`src/design/sbi_pkg.sv`:
```
// shared control types for the segment/box intersection pipeline
`default_nettype none
package sbi_pkg;

  // control bits that travel with every beat through the pipeline
  typedef struct packed {
    logic valid;
    logic hit;
    logic vert;
  } sbi_ctl_t;

endpackage
`default_nettype wire

```
`src/design/sbi_div.sv`:
```
// pipelined restoring divider, one quotient bit per stage
`default_nettype none
module sbi_div #(
  parameter int N = 24
) (
  input  wire                 clk,
  input  wire                 rst_n,
  input  wire                 en,
  input  wire sbi_pkg::sbi_ctl_t ctl_i,
  input  wire  [2*N-2:0]      dvd_i,
  input  wire  [N:0]          dvs_i,
  input  wire  signed [N:0]   fix_i,
  input  wire  signed [N:0]   base_i,
  output sbi_pkg::sbi_ctl_t   ctl_o,
  output logic [N-2:0]        quo_o,
  output logic signed [N:0]   fix_o,
  output logic signed [N:0]   base_o
);
  import sbi_pkg::*;

  localparam int DW = 2*N - 1;
  localparam int Q  = N - 1;

  logic [DW-1:0]     rem_r  [Q];
  logic [Q-1:0]      q_r    [Q];
  logic [N:0]        dvs_r  [Q];
  logic signed [N:0] fix_r  [Q];
  logic signed [N:0] base_r [Q];
  sbi_ctl_t          ctl_r  [Q];

  logic [DW-1:0]     rem_s  [Q];
  logic [Q-1:0]      q_s    [Q];
  logic [N:0]        dvs_s  [Q];
  logic signed [N:0] fix_s  [Q];
  logic signed [N:0] base_s [Q];
  sbi_ctl_t          ctl_s  [Q];

  logic [DW-1:0]     rem_nxt [Q];
  logic [Q-1:0]      q_nxt   [Q];
  logic [DW-1:0]     sh;

  always_comb begin
    rem_s[0]  = dvd_i;
    q_s[0]    = '0;
    dvs_s[0]  = dvs_i;
    fix_s[0]  = fix_i;
    base_s[0] = base_i;
    ctl_s[0]  = ctl_i;
    for (int j = 1; j < Q; j++) begin
      rem_s[j]  = rem_r[j-1];
      q_s[j]    = q_r[j-1];
      dvs_s[j]  = dvs_r[j-1];
      fix_s[j]  = fix_r[j-1];
      base_s[j] = base_r[j-1];
      ctl_s[j]  = ctl_r[j-1];
    end
  end

  // stage j decides quotient bit Q-1-j
  always_comb begin
    sh = '0;
    for (int j = 0; j < Q; j++) begin
      sh = DW'(dvs_s[j]) << (Q - 1 - j);
      if (rem_s[j] >= sh) begin
        rem_nxt[j] = rem_s[j] - sh;
        q_nxt[j]   = q_s[j] | (Q'(1) << (Q - 1 - j));
      end else begin
        rem_nxt[j] = rem_s[j];
        q_nxt[j]   = q_s[j];
      end
    end
  end

  always_ff @(posedge clk) begin
    for (int j = 0; j < Q; j++) begin
      if (!rst_n) begin
        ctl_r[j].valid <= 1'b0;
      end else if (en) begin
        ctl_r[j].valid <= ctl_s[j].valid;
      end
      if (en) begin
        ctl_r[j].hit  <= ctl_s[j].hit;
        ctl_r[j].vert <= ctl_s[j].vert;
        rem_r[j]      <= rem_nxt[j];
        q_r[j]        <= q_nxt[j];
        dvs_r[j]      <= dvs_s[j];
        fix_r[j]      <= fix_s[j];
        base_r[j]     <= base_s[j];
      end
    end
  end

  assign ctl_o  = ctl_r[Q-1];
  assign quo_o  = q_r[Q-1];
  assign fix_o  = fix_r[Q-1];
  assign base_o = base_r[Q-1];

endmodule
`default_nettype wire

```
`config.mk`:
```
export PLATFORM = sky130hd
export DESIGN_NAME = sbi_div
export DESIGN_NICKNAME = d
export VERILOG_FILES = /design/src/design/sbi_pkg.sv /design/src/design/sbi_div.sv
export SDC_FILE = /design/constraint.sdc
export NUM_CORES = 2
export LEC_CHECK = 0
export ABC_CLOCK_PERIOD_IN_PS = 10600
export BUFFER_PORTS_ARGS = -buffer_cell sky130_fd_sc_hd__buf_4
export CAP_MARGIN = 20
export CELL_PAD_IN_SITES_DETAIL_PLACEMENT = 0
export CELL_PAD_IN_SITES_GLOBAL_PLACEMENT = 1
export CORE_MARGIN = 2
export CORE_UTILIZATION = 39
export DETAILED_ROUTE_END_ITERATION = 8
export PLACE_DENSITY_LB_ADDON = 0.1
export SLEW_MARGIN = 5
export SYNTH_ARGS = -nofsm -noshare
export SYNTH_HDL_FRONTEND = slang
export SYNTH_SLANG_ARGS = --single-unit
```
`constraint.sdc`:
```
create_clock -name clk -period 10.6 [get_ports clk]
set_input_delay 2.12 -clock clk [delete_from_list [all_inputs] [get_ports clk]]
set_output_delay 2.12 -clock clk [all_outputs]
set_load 0.02 [all_outputs]
```
; ---- After elaboration in Yosys (flattened, before gate mapping)
; Memory sizes are Yosys's and may differ from the RTL's.
; Index checks and enable logic that the tools add are counted.
[classes]
add_sub_neg = 23
muxes = 74
n_lt_le_gt_ge = 23
bitwise_logic = 23
[op_table]
columns = operator, count
row1 = 2-to-1 mux 47 bit, 23
row2 = >= comparator 47 x 25 -> 1 bit, 1
row3 = >= comparator 47 x 26 -> 1 bit, 1
row4 = >= comparator 47 x 27 -> 1 bit, 1
row5 = >= comparator 47 x 28 -> 1 bit, 1
row6 = >= comparator 47 x 29 -> 1 bit, 1
row7 = >= comparator 47 x 30 -> 1 bit, 1
row8 = >= comparator 47 x 31 -> 1 bit, 1
row9 = >= comparator 47 x 32 -> 1 bit, 1
row10 = >= comparator 47 x 33 -> 1 bit, 1
row11 = >= comparator 47 x 34 -> 1 bit, 1
row12 = >= comparator 47 x 35 -> 1 bit, 1
row13 = >= comparator 47 x 36 -> 1 bit, 1
row14 = >= comparator 47 x 37 -> 1 bit, 1
row15 = >= comparator 47 x 38 -> 1 bit, 1
row16 = >= comparator 47 x 39 -> 1 bit, 1
row17 = >= comparator 47 x 40 -> 1 bit, 1
row18 = >= comparator 47 x 41 -> 1 bit, 1
row19 = >= comparator 47 x 42 -> 1 bit, 1
row20 = >= comparator 47 x 43 -> 1 bit, 1
row21 = >= comparator 47 x 44 -> 1 bit, 1
row22 = >= comparator 47 x 45 -> 1 bit, 1
row23 = >= comparator 47 x 46 -> 1 bit, 1
row24 = >= comparator 47 bit, 1
row25 = 47 further kinds, 97
[word_totals]
register_bits = 0
word_cells = 149
ram_bits = 3404
input_bits = 128
output_inout_bits = 76
n_memories = 6
[mem_list]
columns = name, words, word_bits, read_ports, rd_ports_with_merged_regs, wr, line_no
row1 = rem_r, 23, 47, 22, 0, 23, sbi_div.sv:24  ; logic [DW-1:0] rem_r [Q];
row2 = base_r, 23, 25, 23, 0, 23, sbi_div.sv:28  ; logic signed [N:0] base_r [Q];
row3 = dvs_r, 23, 25, 22, 0, 23, sbi_div.sv:26  ; logic [N:0] dvs_r [Q];
row4 = fix_r, 23, 25, 23, 0, 23, sbi_div.sv:27  ; logic signed [N:0] fix_r [Q];
row5 = q_r, 23, 23, 23, 0, 23, sbi_div.sv:25  ; logic [Q-1:0] q_r [Q];
row6 = ctl_r, 23, 3, 23, 0, 23, sbi_div.sv:29  ; sbi_ctl_t ctl_r [Q];

; ---- Depth between registers and ports, before layout
[logic_depth]
depth_word = 4
mapped_depth = 15
depth_no_buf = 14

; ---- Worst setup path after synthesis
; No wires, ideal clock.
[synth_path]
path_kind = input to register
start = input port dvd_i[22]
end = memory rem_r[0][46] (netlist bit), data pin
slack_ns = 5.427
arrival_ns = 4.912
path_buffers = 0
path_stages = 13
required_time_ns = 10.339
setup_time_ns = 0.261
cell_sequence = inv_1 -> ha_1 -> fa_1 -> nor2b_1 -> o2111ai_1 -> and3_1 -> nor4_1 -> nor3_1 -> o41a_1 -> o21ai_0 -> a41oi_1 -> nor3b_1 -> a221o_1
[synth_rtl]
columns = element, line_no
row1 = start: declaration, sbi_div.sv:10  ; input wire [2*N-2:0] dvd_i,
row2 = end: declaration, sbi_div.sv:24

==> metrics <==
RSZ-0062 raised after global routing false; setup bufs post-CTS 0; cell family with most CP delay compound AO/OA/AOI/OAI gates; Post-Syn Instances 9674; io pins 204; CP Launch Point rem_r[2][51]; top-count cell post-synth edfxtp_1; Worst Skew 0.0625 ns; routed via count about 76000; post-DP HPWL 209 mm; 1st-pass router iterations 6; largest net degree at the start of global routing 199; GR Util met1 24.0%; max_cap viols 0; flops & latches, synth ~3100; maximum clock insertion buffer count 4; Rows 215; Reg-to-Reg Start rem_r[2][51]; crit path cell chain inv_1 > ha_1 > inv_1 > fa_1 > a211oi_1 > o21ai_0 > a2111oi_0 > nor2_1 > o2111ai_1 > and3_1 > o21ai_0 > nor4_1 > nand3_1 > xnor2_1; Area Growth Syn to Fin 13.2%; Critical Path RT 11.26 ns; status complete, no violations; die footprint ~350000 um2; GRT Util Overall ~17%; CP arrival 5.91 ns; vias in the first global route 75300; min-delay src base_r[1][75]; Worst Path Max Fanout 5; Final Non-Filler Cells 14900; max-slew violations 0; worst vdd ir between 0.0001 and 0.00015 V; Hold-fix buffers, CTS 0; leading area contributor after synthesis edfxtp_1; CP Class flop to flop; Synth top cells by count edfxtp_1 (3078), inv_1 (745), nand2_1 (716), o21ai_0 (600), ha_1 (575); Synth cell types about 100; Critical Path Source Type flop; top cell type's share of synthesized area between 60% and 70%; met2 global-route usage approximately a quarter; post-CTS resize count 0; yosys warns 0; die height 591 um; Starting DRT DRC Count 5924; mapped cell area 134000 um2; Mapped Avg Cell Area 13.9 um2; Final #Nets 10800; die width a little under 600 um; Seq/Total Area, Yosys between 60% and 70%; placed insts 14300; Relative slew margins between 10% and 20%; PD cells 257 nW/um2; buffer and inverter count on the worst path 2; clk slew on worst S/H paths around 0.06 ns; placer congestion estimate between 0.8 and 0.9; GRT met3 Usage 3.02%; share of layout cells above drive strength 1 8.77%; Final Setup Violations 0; largest cells by area after synthesis edfxtp_1 (69%), ha_1 (5.3%), o21ai_0 (2.2%); NetSw 12300 uW; setup TNS 0 ns; CP max stage delay between 0.9 and 1 ns; Most Crowded Layer GR met2; Fin. Hold Viols 0; worst hold path class flop to flop; slowest CP cell nor4_1; Post-synth top flop edfxtp_1; initial core utilization 39.2%; Max H-tree Level 5; Min Clock Period, post-route about 5.2 ns; Hold Crit Depth 0; number of synthesized flops with an enable pin 3078; async set-or-reset flop fraction in the synthesized netlist 0%; initial antenna violation count 11; PortBufs 203; clock share of power 29.4%; Critical Path Stages 14; CP Capture Type flop; DRC 0; cell depth of the worst flop-to-flop path 14; Clock Sinks 3079; CTS tree done; number of routed nets with antenna violations 0; Num CTS Buffers 345; leakage 0.0566 uW; drt wl/cell 19.8 um; Worst Tran Pin Value between 1 and 1.5 ns; Final period util 49.5%; root buf cell clkbuf_16; core area 343000 um2; first-pass GRT wire length 451 mm; clk_lat worst skew 0.92 ns; f_max 0.191 GHz; Pint 26800 uW; sw frac 31.4%; final wirelength 295 mm; Via density 5.11; total gr overflow 0; power share of the sequential group 43.9%; syn_nets 10400; Combinational Power Share a little over a quarter
## registers in the layout, summed over array words and instances, names as in the netlist
signal and flops:
q_r 276, dvs_r 550, fix_r 575, base_r 575, rem_r 1034, ctl_r 69
## layout make-up
type                       instances  area, um2
sequential                      3079      92400
clock buffer                     412       8930
clock inverter                   208       1960
fill                           30800     191000
multi-input combinational       5609      38200
inverter                         747       2800
timing repair buffer             270       2190
tap                             4557       5700
antenna                            3       7.51
## path summary, 6_finish.rpt
path	slack [ns]	to
hold / removal	0.40	base_r[1][100]
setup reg to reg	5.36	rem_r[2][132]
hold reg to reg	0.40	base_r[1][100]
setup / recovery	5.36	rem_r[2][132]
## worst reg2reg max path, cell delays in order, from the launching register on
cell and delay (ns):
edfxtp_1 0.38, inv_1 0.07, ha_1 0.16, inv_1 0.05, fa_1 0.41, a211oi_1 0.34, o21ai_0 0.24, a2111oi_0 0.83
nor2_1 0.24, o2111ai_1 0.31, and3_1 0.38, o21ai_0 0.28, nor4_1 0.94, nand3_1 0.21, xnor2_1 0.18
## cell usage in the layout, fill, tap and decap left out, types with 34 or more instances in the layout
master | netlist | layout
edfxtp_1 | 3078 | 3078
inv_1 | 745 | 745
nand2_1 | 716 | 716
o21ai_0 | 600 | 600
ha_1 | 575 | 575
a21oi_1 | 546 | 542
nor2_1 | 440 | 440
clkbuf_16 | 0 | 347
xnor2_1 | 329 | 329
xor2_1 | 323 | 323
a21o_1 | 308 | 308
buf_4 | 60 | 256
nor3_1 | 155 | 155
nor4_1 | 129 | 129
nand3_1 | 127 | 127
nor2b_1 | 101 | 101
nand2b_1 | 95 | 95
and3_1 | 90 | 90
nand4_1 | 89 | 89
clkinv_2 | 0 | 77
o21a_1 | 75 | 75
clkinv_1 | 2 | 73
o31ai_1 | 71 | 71
mux2_2 | 71 | 71
or3_1 | 65 | 65
clkbuf_1 | 164 | 65
o21bai_1 | 56 | 56
a211oi_1 | 52 | 52
a31oi_1 | 51 | 49
and2_1 | 38 | 38
o211ai_1 | 34 | 34
## power by group through the flow
stage / registers (uW) / logic [uW] / clock network [uW]
after CTS: 17200 / 10400 / 12000
final: 17100 / 10400 / 11500
after floorplan: 16700 / 7690 / 0
after detailed placement: 17400 / 10300 / 0
after global placement: 17400 / 10200 / 0
after global routing: 17300 / 11600 / 12400
## metal layers
layer	part of all wire (%)	wire length, um
met5	0.0092	27
met4	3.4	10000
met3	5.1	15100
met2	43	128000
met1	48	142000
## per-stage QoR
stage	setup slack, ns	utilization [%]	total power (uW)	area, um2	hold slack, ns
2_1_floorplan	5.43	-	24400	134000	0.400
3_3_place_gp	4.40	41.2	27600	141000	0.400
3_5_place_dp	4.42	41.2	27700	141000	0.405
4_1_cts	5.46	44.4	39500	152000	0.405
5_1_grt	5.02	44.4	41400	152000	0.405
6_report	5.36	44.4	39100	152000	0.401
## logic make-up (layout without fill, tap and decap cells)
| group | Yosys count | after routing | share of synthesized area (%) |
|---|---|---|---|
| DFF | 3079 | 3079 | 68.7 |
| and+or+nand+nor | 2239 | 2239 | 8.26 |
| AOI/OAI and AO/OA | 2043 | 2043 | 9.48 |
| buffers and inverters | 986 | 1637 | 2.94 |
| xor gates and xnor gates | 652 | 652 | 4.25 |
| adders and majority gates | 597 | 597 | 5.68 |
| muxes | 78 | 78 | 0.647 |
| other | 0 | 3 | 0 |
No activity file was read; power rests on OpenSTA's default activity.
